`src/sv/mwtsr_pkg.sv`:
```
`timescale 1ns / 1ps
// shared types and constants for the mixed-width text span raster core
// no dependencies; used by every module of the core

package mwtsr_pkg;

   // result kinds
   typedef enum logic [1:0] {
      KIND_FETCH = 2'd0,
      KIND_SPAN  = 2'd1,
      KIND_ERROR = 2'd2
   } kind_type;

   // input actions
   typedef enum logic [1:0] {
      ACT_TEXT    = 2'd0,
      ACT_GLYPH   = 2'd1,
      ACT_NEWLINE = 2'd2
   } action_type;

   // configuration register indexes
   typedef enum logic [1:0] {
      CSR_ORIGIN_ROW = 2'd0,
      CSR_ORIGIN_COL = 2'd1,
      CSR_TEXT_COLOR = 2'd2,
      CSR_SCALE      = 2'd3
   } csr_index_type;

   localparam logic [7:0]  CODE_LOW  = 8'hA1;
   localparam logic [7:0]  CODE_HIGH = 8'hFE;
   localparam logic [13:0] ROW_CODES = 14'd94;
   localparam logic [8:0]  ASC_LEN   = 9'd144;
   localparam logic [8:0]  HZ_LEN    = 9'd288;
   localparam logic [7:0]  CELL_COLS = 8'd24;
   localparam logic [12:0] PEN_MAX   = 13'h1FFF;

   // unsaturated span base coordinates
   localparam int BASE_BITS = 17;

   localparam int QUEUE_DEPTH = 4;
   localparam int QPTR_BITS   = 2;
   localparam int QCNT_BITS   = 3;

   typedef struct packed {
      logic [11:0] origin_row;
      logic [11:0] origin_col;
      logic [23:0] text_color;
      logic [3:0]  scale;
   } cfg_type;

   // one command for the back end: a fetch, an error or a glyph byte to expand
   typedef struct packed {
      kind_type              kind;
      logic [21:0]           fetch_address;
      logic [8:0]            fetch_length;
      logic [BASE_BITS-1:0]  row_base;
      logic [BASE_BITS-1:0]  col_base;
      logic [7:0]            bits;
      logic [3:0]            span_scale;
   } cmd_type;

endpackage

```
`src/sv/mwtsr_front.sv`:
```
`timescale 1ns / 1ps
// front end: takes text, glyph and new-line beats, keeps pen and glyph state,
// turns each beat into at most one command; depends on mwtsr_pkg

module mwtsr_front #(
   parameter int COORD_BITS = 13,
   parameter int MAX_SCALE  = 8
) (
   input  logic               clock,
   input  logic               reset,
   input  logic               in_valid,
   output logic               in_ready,
   input  logic [1:0]         in_action,
   input  logic [7:0]         in_byte,
   input  mwtsr_pkg::cfg_type cfg,
   output logic               push_valid,
   input  logic               push_ready,
   output mwtsr_pkg::cmd_type push_cmd
);

   localparam logic [COORD_BITS-1:0] COORD_MAX = '1;
   localparam int BB = mwtsr_pkg::BASE_BITS;

   logic [12:0]           pen_ff, pen_in;
   logic                  lead_pending_ff, lead_pending_in;
   logic [7:0]            lead_byte_ff, lead_byte_in;
   logic                  double_ff, double_in;
   logic [8:0]            left_ff, left_in;
   logic [5:0]            dot_row_ff, dot_row_in;
   logic [2:0]            row_byte_ff, row_byte_in;
   logic [COORD_BITS-1:0] origin_ff, origin_in;

   logic                  accept;
   logic [3:0]            scale_eff;
   logic [7:0]            cell_cols;
   logic [20:0]           pen_cols;
   logic [21:0]           origin_sum;
   logic [COORD_BITS-1:0] new_origin;
   logic                  pair_ok;
   logic [13:0]           row_code, col_code, hz_index;
   logic [21:0]           hz_addr, asc_addr;
   logic [13:0]           pen_sum1, pen_sum2;
   logic [12:0]           pen_sat1, pen_sat2;
   logic [2:0]            row_byte_last;
   logic [BB-1:0]         row_base, col_base;

   assign in_ready = push_ready;
   assign accept   = in_valid && in_ready;

   always_comb begin
      if (cfg.scale == 4'd0) begin
         scale_eff = 4'd1;
      end else if (cfg.scale > 4'(MAX_SCALE)) begin
         scale_eff = 4'(MAX_SCALE);
      end else begin
         scale_eff = cfg.scale;
      end
   end

   // left edge of a new glyph
   assign cell_cols  = 8'(scale_eff) * mwtsr_pkg::CELL_COLS;
   assign pen_cols   = 21'(pen_ff) * 21'(cell_cols);
   assign origin_sum = 22'(cfg.origin_col) + 22'(pen_cols);
   assign new_origin = (origin_sum > 22'(COORD_MAX)) ? COORD_MAX
                                                     : origin_sum[COORD_BITS-1:0];

   assign pair_ok = (lead_byte_ff >= mwtsr_pkg::CODE_LOW) &&
                    (lead_byte_ff <= mwtsr_pkg::CODE_HIGH) &&
                    (in_byte >= mwtsr_pkg::CODE_LOW) &&
                    (in_byte <= mwtsr_pkg::CODE_HIGH);
   assign row_code = 14'(lead_byte_ff - mwtsr_pkg::CODE_LOW);
   assign col_code = 14'(in_byte - mwtsr_pkg::CODE_LOW);
   assign hz_index = 14'(row_code[6:0] * mwtsr_pkg::ROW_CODES) + 14'(col_code[6:0]);
   assign hz_addr  = 22'(hz_index) * 22'(mwtsr_pkg::HZ_LEN);
   assign asc_addr = 22'(in_byte) * 22'(mwtsr_pkg::ASC_LEN);

   assign pen_sum1 = {1'b0, pen_ff} + 14'd1;
   assign pen_sum2 = {1'b0, pen_ff} + 14'd2;
   assign pen_sat1 = pen_sum1[13] ? mwtsr_pkg::PEN_MAX : pen_sum1[12:0];
   assign pen_sat2 = pen_sum2[13] ? mwtsr_pkg::PEN_MAX : pen_sum2[12:0];

   assign row_byte_last = double_ff ? 3'd5 : 3'd2;
   assign row_base = BB'(cfg.origin_row) + BB'(dot_row_ff) * BB'(scale_eff);
   assign col_base = BB'(origin_ff) + ((BB'(row_byte_ff) * BB'(scale_eff)) << 3);

   always_comb begin
      pen_in          = pen_ff;
      lead_pending_in = lead_pending_ff;
      lead_byte_in    = lead_byte_ff;
      double_in       = double_ff;
      left_in         = left_ff;
      dot_row_in      = dot_row_ff;
      row_byte_in     = row_byte_ff;
      origin_in       = origin_ff;

      push_valid             = 1'b0;
      push_cmd.kind          = mwtsr_pkg::KIND_FETCH;
      push_cmd.fetch_address = '0;
      push_cmd.fetch_length  = '0;
      push_cmd.row_base      = row_base;
      push_cmd.col_base      = col_base;
      push_cmd.bits          = in_byte;
      push_cmd.span_scale    = scale_eff;

      if (accept) begin
         unique case (mwtsr_pkg::action_type'(in_action))
            mwtsr_pkg::ACT_TEXT: begin
               if (lead_pending_ff) begin
                  lead_pending_in = 1'b0;
                  pen_in          = pen_sat2;
                  push_valid      = 1'b1;
                  if (pair_ok) begin
                     double_in              = 1'b1;
                     left_in                = mwtsr_pkg::HZ_LEN;
                     dot_row_in             = '0;
                     row_byte_in            = '0;
                     origin_in              = new_origin;
                     push_cmd.fetch_address = hz_addr;
                     push_cmd.fetch_length  = mwtsr_pkg::HZ_LEN;
                  end else begin
                     push_cmd.kind = mwtsr_pkg::KIND_ERROR;
                  end
               end else if (in_byte[7]) begin
                  lead_pending_in = 1'b1;
                  lead_byte_in    = in_byte;
               end else begin
                  double_in              = 1'b0;
                  left_in                = 9'(mwtsr_pkg::ASC_LEN);
                  dot_row_in             = '0;
                  row_byte_in            = '0;
                  origin_in              = new_origin;
                  pen_in                 = pen_sat1;
                  push_valid             = 1'b1;
                  push_cmd.fetch_address = asc_addr;
                  push_cmd.fetch_length  = mwtsr_pkg::ASC_LEN;
               end
            end
            mwtsr_pkg::ACT_GLYPH: begin
               if (left_ff != 9'd0) begin
                  left_in = left_ff - 9'd1;
                  if (row_byte_ff == row_byte_last) begin
                     row_byte_in = '0;
                     dot_row_in  = dot_row_ff + 6'd1;
                  end else begin
                     row_byte_in = row_byte_ff + 3'd1;
                  end
                  // an empty byte is counted but draws nothing
                  if (in_byte != 8'd0) begin
                     push_valid    = 1'b1;
                     push_cmd.kind = mwtsr_pkg::KIND_SPAN;
                  end
               end
            end
            mwtsr_pkg::ACT_NEWLINE: begin
               pen_in          = '0;
               lead_pending_in = 1'b0;
               left_in         = '0;
            end
            default: begin
            end
         endcase
      end
   end

   always_ff @(posedge clock) begin
      if (reset) begin
         pen_ff          <= '0;
         lead_pending_ff <= 1'b0;
         lead_byte_ff    <= '0;
         double_ff       <= 1'b0;
         left_ff         <= '0;
         dot_row_ff      <= '0;
         row_byte_ff     <= '0;
         origin_ff       <= '0;
      end else begin
         pen_ff          <= pen_in;
         lead_pending_ff <= lead_pending_in;
         lead_byte_ff    <= lead_byte_in;
         double_ff       <= double_in;
         left_ff         <= left_in;
         dot_row_ff      <= dot_row_in;
         row_byte_ff     <= row_byte_in;
         origin_ff       <= origin_in;
      end
   end

endmodule

```
`src/sv/mwtsr_cmd_queue.sv`:
```
`timescale 1ns / 1ps
// small command queue between front end and back end
// depends on mwtsr_pkg for the command type and depth

module mwtsr_cmd_queue (
   input  logic               clock,
   input  logic               reset,
   input  logic               push_valid,
   output logic               push_ready,
   input  mwtsr_pkg::cmd_type push_cmd,
   output logic               head_valid,
   input  logic               pop,
   output mwtsr_pkg::cmd_type head_cmd
);

   mwtsr_pkg::cmd_type mem [mwtsr_pkg::QUEUE_DEPTH];

   logic [mwtsr_pkg::QPTR_BITS-1:0] wr_ptr_ff, wr_ptr_in;
   logic [mwtsr_pkg::QPTR_BITS-1:0] rd_ptr_ff, rd_ptr_in;
   logic [mwtsr_pkg::QCNT_BITS-1:0] count_ff, count_in;
   logic                            do_push, do_pop;

   assign push_ready = count_ff != mwtsr_pkg::QCNT_BITS'(mwtsr_pkg::QUEUE_DEPTH);
   assign head_valid = count_ff != '0;
   assign head_cmd   = mem[rd_ptr_ff];
   assign do_push    = push_valid && push_ready;
   assign do_pop     = pop && head_valid;

   always_comb begin
      wr_ptr_in = do_push ? wr_ptr_ff + 1'b1 : wr_ptr_ff;
      rd_ptr_in = do_pop ? rd_ptr_ff + 1'b1 : rd_ptr_ff;
      count_in  = count_ff;
      if (do_push && !do_pop) begin
         count_in = count_ff + 1'b1;
      end else if (do_pop && !do_push) begin
         count_in = count_ff - 1'b1;
      end
   end

   always_ff @(posedge clock) begin
      if (do_push) begin
         mem[wr_ptr_ff] <= push_cmd;
      end
   end

   always_ff @(posedge clock) begin
      if (reset) begin
         wr_ptr_ff <= '0;
         rd_ptr_ff <= '0;
         count_ff  <= '0;
      end else begin
         wr_ptr_ff <= wr_ptr_in;
         rd_ptr_ff <= rd_ptr_in;
         count_ff  <= count_in;
      end
   end

endmodule

```
`src/sv/mwtsr_back.sv`:
```
`timescale 1ns / 1ps
// back end: walks the queue head command and emits one result per cycle
// when not stalled, into a registered output stage; depends on mwtsr_pkg

module mwtsr_back #(
   parameter int COORD_BITS = 13
) (
   input  logic                  clock,
   input  logic                  reset,
   input  logic                  head_valid,
   input  mwtsr_pkg::cmd_type    head_cmd,
   output logic                  pop,
   input  logic [23:0]           text_color,
   output logic                  out_valid,
   input  logic                  out_ready,
   output mwtsr_pkg::kind_type   out_kind,
   output logic [21:0]           out_fetch_address,
   output logic [8:0]            out_fetch_length,
   output logic [COORD_BITS-1:0] out_span_row,
   output logic [COORD_BITS-1:0] out_span_col,
   output logic [3:0]            out_span_length,
   output logic [23:0]           out_span_color,
   output logic                  out_last
);

   localparam logic [COORD_BITS-1:0] COORD_MAX = '1;

   logic                  active_ff, active_in;
   logic [7:0]            mask_ff, mask_in;
   logic [2:0]            rep_ff, rep_in;
   logic                  valid_ff, valid_in;

   mwtsr_pkg::kind_type   kind_ff;
   logic [21:0]           addr_ff;
   logic [8:0]            len_ff;
   logic [COORD_BITS-1:0] row_ff, col_ff;
   logic [3:0]            slen_ff;
   logic [23:0]           color_ff;
   logic                  last_ff;

   logic [7:0]            cur_mask, mask_next;
   logic [2:0]            cur_rep, bit_pos, dot;
   logic                  rep_done, span_last, res_last, is_span, advance;
   logic [17:0]           row_sum, col_sum;
   logic [COORD_BITS-1:0] row_sat, col_sat;

   assign is_span  = head_cmd.kind == mwtsr_pkg::KIND_SPAN;
   assign cur_mask = active_ff ? mask_ff : head_cmd.bits;
   assign cur_rep  = active_ff ? rep_ff : 3'd0;

   // highest set bit is drawn first
   always_comb begin
      bit_pos = '0;
      for (int i = 0; i < 8; i++) begin
         if (cur_mask[i]) begin
            bit_pos = 3'(i);
         end
      end
   end

   assign dot       = ~bit_pos;
   assign rep_done  = 4'(cur_rep) == (head_cmd.span_scale - 4'd1);
   assign mask_next = rep_done ? (cur_mask & ~(8'd1 << bit_pos)) : cur_mask;
   assign span_last = rep_done && (mask_next == 8'd0);
   assign res_last  = is_span ? span_last : 1'b1;

   assign row_sum = 18'(head_cmd.row_base) + 18'(cur_rep);
   assign col_sum = 18'(head_cmd.col_base) + 18'(dot) * 18'(head_cmd.span_scale);
   assign row_sat = (row_sum > 18'(COORD_MAX)) ? COORD_MAX : row_sum[COORD_BITS-1:0];
   assign col_sat = (col_sum > 18'(COORD_MAX)) ? COORD_MAX : col_sum[COORD_BITS-1:0];

   assign advance = head_valid && (!valid_ff || out_ready);
   assign pop     = advance && res_last;

   always_comb begin
      active_in = active_ff;
      mask_in   = mask_ff;
      rep_in    = rep_ff;
      valid_in  = valid_ff;
      if (advance) begin
         valid_in  = 1'b1;
         active_in = !res_last;
         mask_in   = mask_next;
         rep_in    = rep_done ? 3'd0 : cur_rep + 3'd1;
      end else if (out_ready) begin
         valid_in = 1'b0;
      end
   end

   always_ff @(posedge clock) begin
      if (reset) begin
         active_ff <= 1'b0;
         mask_ff   <= '0;
         rep_ff    <= '0;
         valid_ff  <= 1'b0;
      end else begin
         active_ff <= active_in;
         mask_ff   <= mask_in;
         rep_ff    <= rep_in;
         valid_ff  <= valid_in;
      end
   end

   always_ff @(posedge clock) begin
      if (advance) begin
         kind_ff  <= head_cmd.kind;
         addr_ff  <= head_cmd.fetch_address;
         len_ff   <= head_cmd.fetch_length;
         row_ff   <= is_span ? row_sat : '0;
         col_ff   <= is_span ? col_sat : '0;
         slen_ff  <= is_span ? head_cmd.span_scale : 4'd0;
         color_ff <= is_span ? text_color : 24'd0;
         last_ff  <= res_last;
      end
   end

   assign out_valid         = valid_ff;
   assign out_kind          = kind_ff;
   assign out_fetch_address = addr_ff;
   assign out_fetch_length  = len_ff;
   assign out_span_row      = row_ff;
   assign out_span_col      = col_ff;
   assign out_span_length   = slen_ff;
   assign out_span_color    = color_ff;
   assign out_last          = last_ff;

endmodule

```
`src/sv/mixed_width_text_span_raster_core.sv`:
```
`timescale 1ns / 1ps
// top level of the mixed-width text span raster core: configuration registers,
// front end, command queue and back end; depends on mwtsr_pkg and the mwtsr_ modules

// Text and glyph beats enter on req_ and are taken one per cycle while the
// four-entry command queue has room; a text beat yields one font fetch or
// error result, a lead byte or new line yields none. Results leave on rsp_,
// one per cycle while results are pending and rsp_ready is high, from a
// registered output stage: a fetch or error is a single result, a glyph byte
// yields (set bits) * scale spans, so full bytes at a large scale hold the back
// end while the queue fills and stalls req_. The back end's span walk sets the
// sustained rate. The user must write configuration through csr_ only while the core is idle; it is not enforced.

module mixed_width_text_span_raster_core #(
   parameter int MAX_SCALE  = 8,
   parameter int COORD_BITS = 13
) (
   input  logic                  clock,
   input  logic                  reset,
   // input beats
   input  logic                  req_valid,
   output logic                  req_ready,
   input  logic [1:0]            req_action,
   input  logic [7:0]            req_data_byte,
   // result beats
   output logic                  rsp_valid,
   input  logic                  rsp_ready,
   output logic [1:0]            rsp_kind,
   output logic [21:0]           rsp_fetch_address,
   output logic [8:0]            rsp_fetch_length,
   output logic [COORD_BITS-1:0] rsp_span_row,
   output logic [COORD_BITS-1:0] rsp_span_col,
   output logic [3:0]            rsp_span_length,
   output logic [23:0]           rsp_span_color,
   output logic                  rsp_last,
   // configuration writes
   input  logic                  csr_valid,
   output logic                  csr_ready,
   input  logic [1:0]            csr_index,
   input  logic [23:0]           csr_data
);

   // configuration registers
   logic [11:0] origin_row_ff, origin_row_in;
   logic [11:0] origin_col_ff, origin_col_in;
   logic [23:0] text_color_ff, text_color_in;
   logic [3:0]  scale_ff, scale_in;

   mwtsr_pkg::cfg_type  cfg;
   mwtsr_pkg::cmd_type  push_cmd, head_cmd;
   mwtsr_pkg::kind_type out_kind;
   logic                push_valid, push_ready, head_valid, pop;

   // writes are always accepted and land in the register
   assign csr_ready = 1'b1;

   always_comb begin
      origin_row_in = origin_row_ff;
      origin_col_in = origin_col_ff;
      text_color_in = text_color_ff;
      scale_in      = scale_ff;
      if (csr_valid && csr_ready) begin
         unique case (mwtsr_pkg::csr_index_type'(csr_index))
            mwtsr_pkg::CSR_ORIGIN_ROW: origin_row_in = csr_data[11:0];
            mwtsr_pkg::CSR_ORIGIN_COL: origin_col_in = csr_data[11:0];
            mwtsr_pkg::CSR_TEXT_COLOR: text_color_in = csr_data;
            mwtsr_pkg::CSR_SCALE:      scale_in      = csr_data[3:0];
            default: begin
            end
         endcase
      end
   end

   always_ff @(posedge clock) begin
      if (reset) begin
         origin_row_ff <= '0;
         origin_col_ff <= '0;
         text_color_ff <= 24'hFFFFFF;
         scale_ff      <= 4'd1;
      end else begin
         origin_row_ff <= origin_row_in;
         origin_col_ff <= origin_col_in;
         text_color_ff <= text_color_in;
         scale_ff      <= scale_in;
      end
   end

   assign cfg.origin_row = origin_row_ff;
   assign cfg.origin_col = origin_col_ff;
   assign cfg.text_color = text_color_ff;
   assign cfg.scale      = scale_ff;

   // front end: pen, pending lead byte, active glyph position
   mwtsr_front #(
      .COORD_BITS (COORD_BITS),
      .MAX_SCALE  (MAX_SCALE)
   ) u_front (
      .clock      (clock),
      .reset      (reset),
      .in_valid   (req_valid),
      .in_ready   (req_ready),
      .in_action  (req_action),
      .in_byte    (req_data_byte),
      .cfg        (cfg),
      .push_valid (push_valid),
      .push_ready (push_ready),
      .push_cmd   (push_cmd)
   );

   // decouples beat intake from span output
   mwtsr_cmd_queue u_queue (
      .clock      (clock),
      .reset      (reset),
      .push_valid (push_valid),
      .push_ready (push_ready),
      .push_cmd   (push_cmd),
      .head_valid (head_valid),
      .pop        (pop),
      .head_cmd   (head_cmd)
   );

   // back end: one result per cycle unless stalled; spans walked by bit and by row
   mwtsr_back #(
      .COORD_BITS (COORD_BITS)
   ) u_back (
      .clock             (clock),
      .reset             (reset),
      .head_valid        (head_valid),
      .head_cmd          (head_cmd),
      .pop               (pop),
      .text_color        (text_color_ff),
      .out_valid         (rsp_valid),
      .out_ready         (rsp_ready),
      .out_kind          (out_kind),
      .out_fetch_address (rsp_fetch_address),
      .out_fetch_length  (rsp_fetch_length),
      .out_span_row      (rsp_span_row),
      .out_span_col      (rsp_span_col),
      .out_span_length   (rsp_span_length),
      .out_span_color    (rsp_span_color),
      .out_last          (rsp_last)
   );

   assign rsp_kind = out_kind;

`ifndef ASSERT_OFF
   // output stage comes up empty
   a_reset_empty: assert property (@(posedge clock) reset |=> !rsp_valid)
      else $error("result beat valid right after reset");

   // span beats carry an effective scale as their length
   a_span_length: assert property (@(posedge clock) disable iff (reset)
      rsp_valid && rsp_kind == mwtsr_pkg::KIND_SPAN |->
         rsp_span_length != 4'd0 && rsp_span_length <= 4'(MAX_SCALE) &&
         rsp_fetch_length == 9'd0)
      else $error("span beat with bad length or fetch fields");

   // fetch and error beats are single, final and carry no span
   a_single_beat: assert property (@(posedge clock) disable iff (reset)
      rsp_valid && rsp_kind != mwtsr_pkg::KIND_SPAN |->
         rsp_last && rsp_span_length == 4'd0 && rsp_span_color == 24'd0)
      else $error("fetch or error beat not final or carries span fields");

   // fetch lengths are those of the two glyph sizes
   a_fetch_length: assert property (@(posedge clock) disable iff (reset)
      rsp_valid && rsp_kind == mwtsr_pkg::KIND_FETCH |->
         rsp_fetch_length == mwtsr_pkg::ASC_LEN || rsp_fetch_length == mwtsr_pkg::HZ_LEN)
      else $error("fetch beat with unknown length");
`endif

endmodule

```
`config.mk`:
```
export PLATFORM = sky130hd
export DESIGN_NAME = mixed_width_text_span_raster_core
export DESIGN_NICKNAME = d
export VERILOG_FILES = /design/src/sv/mwtsr_pkg.sv /design/src/sv/mwtsr_front.sv /design/src/sv/mwtsr_cmd_queue.sv /design/src/sv/mwtsr_back.sv /design/src/sv/mixed_width_text_span_raster_core.sv
export SDC_FILE = /design/constraint.sdc
export NUM_CORES = 1
export LEC_CHECK = 0
export BUFFER_PORTS_ARGS = -buffer_cell sky130_fd_sc_hd__buf_2
export CAP_MARGIN = 30
export CORE_ASPECT_RATIO = 1.5
export CORE_MARGIN = 2
export CORE_UTILIZATION = 45
export DETAILED_ROUTE_END_ITERATION = 7
export GPL_ROUTABILITY_DRIVEN = 1
export SYNTH_ARGS = -nofsm -noshare
export SYNTH_HDL_FRONTEND = slang
export SYNTH_SLANG_ARGS = --single-unit
```
`constraint.sdc`:
```
create_clock -name clock -period 8.4 [get_ports clock]
set_clock_uncertainty 0.15 [all_clocks]
set_input_delay 0.84 -clock clock [delete_from_list [all_inputs] [get_ports clock]]
set_output_delay 0.84 -clock clock [all_outputs]
set_load 0.1 [all_outputs]
```
==> results of run 1 <==
## cell families (layout without fill, tap and decap cells)
logic type	after synthesis	in the layout	share of synthesized area (%)
multiplexers	90	90	6.655
buffers and inverters	275	397	4.426
other	2	11	0.02992
flip-flops	449	449	48.61
AO/OA/AOI/OAI	376	376	9.426
AND/OR/NAND/NOR	638	638	12.53
adder cells (fa/ha/maj)	247	247	14.67
XOR/XNOR	103	103	3.654
## what timing repair did
action	CTS	global route
endpoints found under the hold margin	0	0
hold buffers	0	0
endpoints found under the setup margin	0	4
resized for setup	0	2
## worst min-delay path, cell delays in order, from the launching register on
cell     delay (ns)
dfxtp_1        0.32
inv_1          0.05
a21oi_1        0.05
## power by group through the flow
stage	combinational, uW	clock, uW	sequential [uW]
finish	6220	2130	2860
global route	6850	2270	2890
CTS	6150	2190	2870
detailed placement	6110	0	2910
global placement	6060	0	2910
floorplan	3680	0	4310
## path summary, 6_finish.rpt
path	end	slack, ns	from
max	u_queue.mem[1][69]	0.76	u_front.lead_byte_ff[0]
min	u_front.lead_byte_ff[7]	0.30	u_front.lead_byte_ff[7]
max reg2reg	u_queue.mem[1][69]	0.76	u_front.lead_byte_ff[0]
min reg2reg	u_front.lead_byte_ff[7]	0.30	u_front.lead_byte_ff[7]
## cells in the mapped netlist (21+ instances only)
cell,count
xnor2_1,64
ha_1,167
dfxtp_1,128
a21oi_1,146
o21a_1,24
o21bai_1,21
xor2_1,38
nand2_1,185
edfxtp_1,321
mux4_2,53
nand3_1,37
inv_1,179
fa_1,79
o21ai_0,64
a21o_1,22
nor2_1,151
nand3b_1,29
mux2i_1,27
and2_1,107
nor3_1,37
clkbuf_1,70
## per-stage QoR
step | setup WS [ns] | instance area [sq um]
after floorplan | 1.385 | 25130
after global placement | 0.7148 | 26320
after detailed placement | 0.4743 | 26330
after CTS | 0.4306 | 27890
after global routing | 0.1930 | 27890
final | 0.7609 | 27900
## layout make-up
cell class	count	area [sq um]
clock buffer	55	1164
timing repair buffer	139	740.7
sequential	449	12210
inverter	179	673.1
antenna	1	2.502
multi-input combinational	1464	11840
clock inverter	24	395.4
fill	4867	27540
tap	702	878.3
## flip-flops by register name, indices dropped and copies added, names as in the netlist, 6 cells and up, named ones only
register and count:
origin_col_ff 12, origin_row_ff 12, text_color_ff 24, u_back.mask_ff 8, u_back.out_fetch_address 18, u_back.out_span_col 13, u_back.out_span_color 24, u_back.out_span_row 13
u_front.dot_row_ff 6, u_front.lead_byte_ff 8, u_front.left_ff 9, u_front.origin_ff 13, u_front.pen_ff 13, u_queue.mem 244
## routing by layer
metal / up-vias / GRT usage (%) / part of all wire (%)
met2: 356 / 35.78 / 53
met4: 0 / 6.418 / 2.9
li1: 7933 / - / -
met5: - / 0 / 0
met3: 95 / 2.491 / 4.0
met1: 8002 / 22.56 / 41
==> results_dict.tcl, run 1 <==
set metrics [dict create \
    post_cts_buffers 0 \
    total_power_uw 11210 \
    ys_ff_latch 449 \
    crit_top_cell "ha_1" \
    netlist_instances 2180 \
    yosys_warnings 0 \
    p_comb_share_pct 55.5 \
    rows 106 \
    dieArea_sq_mm 0.05772 \
    synth-edff-count 321 \
    p_per_area_mw_per_mm2 401.8 \
    worstHoldPathType "flop to flop" \
    finalHoldViolCount 0 \
    final_util_pct 50.32 \
    worstSetupStartpointType "flop" \
    port_buffers 121 \
    cap_viol_max_count 0 \
    setup_viol 0 \
    ir_drop_mv 0.5349 \
    grt_usage_pct 19.17 \
    hold_depth 2 \
    grt_overflow_total 0 \
    path_buf_inv 4 \
    whs_ns 0.3034 \
    instances_no_fill 3013 \
    path_class "flop to flop" \
    rsz0062_at_grt "no" \
    slew_headroom_pct 35.38 \
    endpoint_kind "flop" \
    pin_count 132 \
    firstDrtPassIters 7 \
    critPathMaxStageDelay_ns 0.56 \
    root_buffer "clkbuf_16" \
    synth.top_cell.area_share_pct 38.40 \
    avgRoutedWirePerCell_um 17.95 \
    dp_hpwl_mm 38.59 \
    critical_path_arrival_ns 7.75 \
    power.net_switching_uw 5108 \
    drt_iter0_drc 797 \
    drc 0 \
    vias_per_cell 5.438 \
    cp.depth 27 \
    final_cell_mix "edfxtp_1 (321), nand2_1 (185), inv_1 (178)" \
    power.internal_uw 6101 \
    min_period_over_period_pct 90.94 \
    finalSetupTns_ns 0 \
    yosysSeqAreaShare_pct 48.61 \
    grt_pass1_wl_mm 88.36 \
    swShare_pct 45.57 \
    synth_cell_types 77 \
    cp_top_family "adder cells" \
    fmax_ghz 0.1309 \
    cts_tree "built" \
    synth_area_per_cell_sq_um 11.51 \
    clkPwrFrac_pct 19.0 \
    numCtsBuffers 43 \
    drive_above_1_share_pct 12.16 \
    period_needed_ns 7.639 \
    die_h_um 293.3 \
    cp.required_ns 8.51 \
    clk_path_buf_depth 3 \
    gp_congestion 0.8301 \
    synth-async-reset-ratio_pct 0 \
    outcome "complete, no violations" \
    start_util_pct 45.28 \
    pwr-share-seq_pct 25.5 \
    grt_max_degree 83 \
    first_global_vias 17130 \
    dp_cells 2933 \
    htreeDepth 2 \
    mostFrequentLayoutCell "edfxtp_1" \
    clkSinkCount 449 \
    worstSkewPairLatency_ns 0.56 \
    crit_fanout 6 \
    vias 16390 \
    antenna_left 0 \
    drv_slew 0 \
    grt_antenna_before_repair 1 \
    syn_to_final_growth_pct 11.14 \
    synthFlopType "edfxtp_1" \
    wl_mm 54.08 \
    core_area_sq_mm 0.05544 \
    die_w_um 196.8 \
    clk_pin_slew_ns 0.08 \
    worst_pin_slew_ns 0.9692 \
    synthTopCellsByArea "edfxtp_1 (38%), dfxtp_1 (10%), ha_1 (8.3%), fa_1 (6.3%), mux4_2 (4.8%)" \
    p_leak_uw 0.01120 \
    nets 2563 \
    critPathSlowestCell "fa_1" \
    syn_area_sq_mm 0.02510 \
    worst-r2r-cell-count 27 \
    yosys.area.top_type "edfxtp_1" \
]
No activity file was read; power rests on OpenSTA's default activity.
==> run 2, diff against run 1 <==
- PLACE_DENSITY: unset -> 0.64
==> run 2 against run 1 <==
- non-clock buffer count is 3 higher
- clock power shrank 9%
- sequential share of layout area rose by 0.21 points
- utilization fell by 0.24 points
- final area is 0.48% lower
- highest routed layer unchanged
- largest power group unchanged
- wire length is 0.75% lower
==> results_dict.tcl, run 2 (synthesized netlist as in run 1, its figures left out) <==
set metrics [dict create \
    syn_to_final_growth_pct 10.61 \
    clkSinkCount 449 \
    final_cell_mix "edfxtp_1 (321), nand2_1 (185), inv_1 (178)" \
    grt_antenna_before_repair 1 \
    crit_fanout 6 \
    ir_drop_mv 0.4168 \
    drive_above_1_share_pct 12.24 \
    grt_overflow_total 0 \
    grt_pass1_wl_mm 87.98 \
    finalSetupTns_ns 0 \
    hold_buffers 0 \
    vias_per_cell 5.451 \
    antenna_left 0 \
    outcome "complete, no violations" \
    worstHoldPathType "flop to flop" \
    core_area_sq_mm 0.05544 \
    numCtsBuffers 44 \
    worstSkewPairLatency_ns 0.55 \
    drc 0 \
    drv_slew 0 \
    rsz0062_at_grt "no" \
    finalHoldViolCount 0 \
    final_util_pct 50.08 \
    path_class "flop to flop" \
    largest_register_ffs 244 \
    firstDrtPassIters 4 \
    endpoint_kind "flop" \
    clk_path_buf_depth 3 \
    critical_path_arrival_ns 7.87 \
    die_h_um 293.3 \
    period_needed_ns 7.763 \
    worstSetupStartpointType "flop" \
    fmax_ghz 0.1288 \
    regMostFlops "u_queue.mem" \
    worst_pin_slew_ns 0.9580 \
    cap_viol_max_count 0 \
    first_global_vias 17100 \
    start_util_pct 45.28 \
    nets 2567 \
    die_w_um 196.8 \
    drt_iter0_drc 871 \
    slew_headroom_pct 34.31 \
    clk_pin_slew_ns 0.06 \
    root_buffer "clkbuf_16" \
    grt_max_degree 67 \
    port_buffers 121 \
    p_per_area_mw_per_mm2 397.1 \
    setup_viol 0 \
    dieArea_sq_mm 0.05772 \
    dp_hpwl_mm 38.51 \
    mostFrequentLayoutCell "edfxtp_1" \
    rows 106 \
    htreeDepth 2 \
    vias 16440 \
    avgRoutedWirePerCell_um 17.80 \
    gp_congestion 0.8438 \
    grt_usage_pct 18.95 \
    wl_mm 53.68 \
    pin_count 132 \
    p_leak_uw 0.01113 \
    min_period_over_period_pct 92.42 \
    cp.required_ns 8.50 \
    cts_tree "built" \
]
[run 2: cell count changes in the layout (fill, tap and decap cells not counted), moves of 2 or more]
cell,previous run,this run
bufinv_16,10,4
clkbuf_8,0,2
buf_4,18,21
clkinvlp_4,1,4
clkinv_2,3,7
clkinv_4,2,0
[run 2: layer usage]
layer	up-vias	GRT usage (%)	part of all wire (%)
met3	76	2.227	3.0
met1	8150	22.61	41
li1	7930	-	-
met4	0	5.795	2.4
met2	285	35.42	53
met5	-	0	0
[run 2: worst max-delay path: stages (launching register included)]
cell and delay (ns):
dfxtp_1 0.36, inv_1 0.18, ha_1 0.26, nor4b_1 0.42, nand2b_1 0.18, xor2_1 0.37, inv_1 0.16, fa_1 0.57
fa_1 0.44, fa_1 0.54, inv_1 0.04, ha_1 0.33, o21a_1 0.20, a2111oi_0 0.35, or3_1 0.20, o21bai_1 0.07
a21oi_1 0.21, xor3_1 0.40, ha_1 0.32, ha_1 0.36, nand2_1 0.08, a2111oi_1 0.42, o21ai_0 0.23, a211oi_1 0.36
xnor2_1 0.16, nor2_1 0.10
[run 2: final timing paths]
kind                           startpoint                  to  cells past startpoint  slack [ns]
setup / recovery  u_front.lead_byte_ff[0]  u_queue.mem[2][69]                     25        0.64
hold / removal           u_back.rep_ff[1]    u_back.rep_ff[1]                      2        0.30
setup reg to reg  u_front.lead_byte_ff[0]  u_queue.mem[2][69]                     25        0.64
hold reg to reg          u_back.rep_ff[1]    u_back.rep_ff[1]                      2        0.30
[run 2: metrics by stage]
| step | hold WS (ns) | setup WS [ns] | power (uW) | cell area [sq um] | std cells |
|---|---|---|---|---|---|
| floorplan | 0.2758 | 1.385 | 7992 | 25130 | 2188 |
| global placement | 0.2847 | 0.7449 | 8947 | 26320 | 2932 |
| detailed placement | 0.2897 | 0.4696 | 9087 | 26330 | 2933 |
| CTS | 0.2971 | 0.4600 | 11090 | 27740 | 3012 |
| global route | 0.3319 | 0.05096 | 11800 | 27760 | 3016 |
| finish | 0.3029 | 0.6371 | 11020 | 27760 | 3016 |
[run 2: cell type report]
class / instances / area [sq um]
multi-input combinational: 1464 / 11830
tap: 702 / 878.3
inverter: 179 / 673.1
antenna: 1 / 2.502
clock inverter: 21 / 214.0
clock buffer: 58 / 1195
sequential: 449 / 12210
fill: 4932 / 27670
timing repair buffer: 142 / 763.2
[run 2: timing repair]
action	4_1_cts	5_1_grt
resized for setup	0	1
endpoints found under the setup margin	0	4
buffers inserted	0	3
[run 2: where the power goes]
group | leakage (uW) | total, uW | internal (uW) | switching [uW]
Combinational | 0.00641 | 6220 | 2070 | 4140
Clock | 0.000679 | 1940 | 1130 | 818
Sequential | 0.00404 | 2860 | 2720 | 140
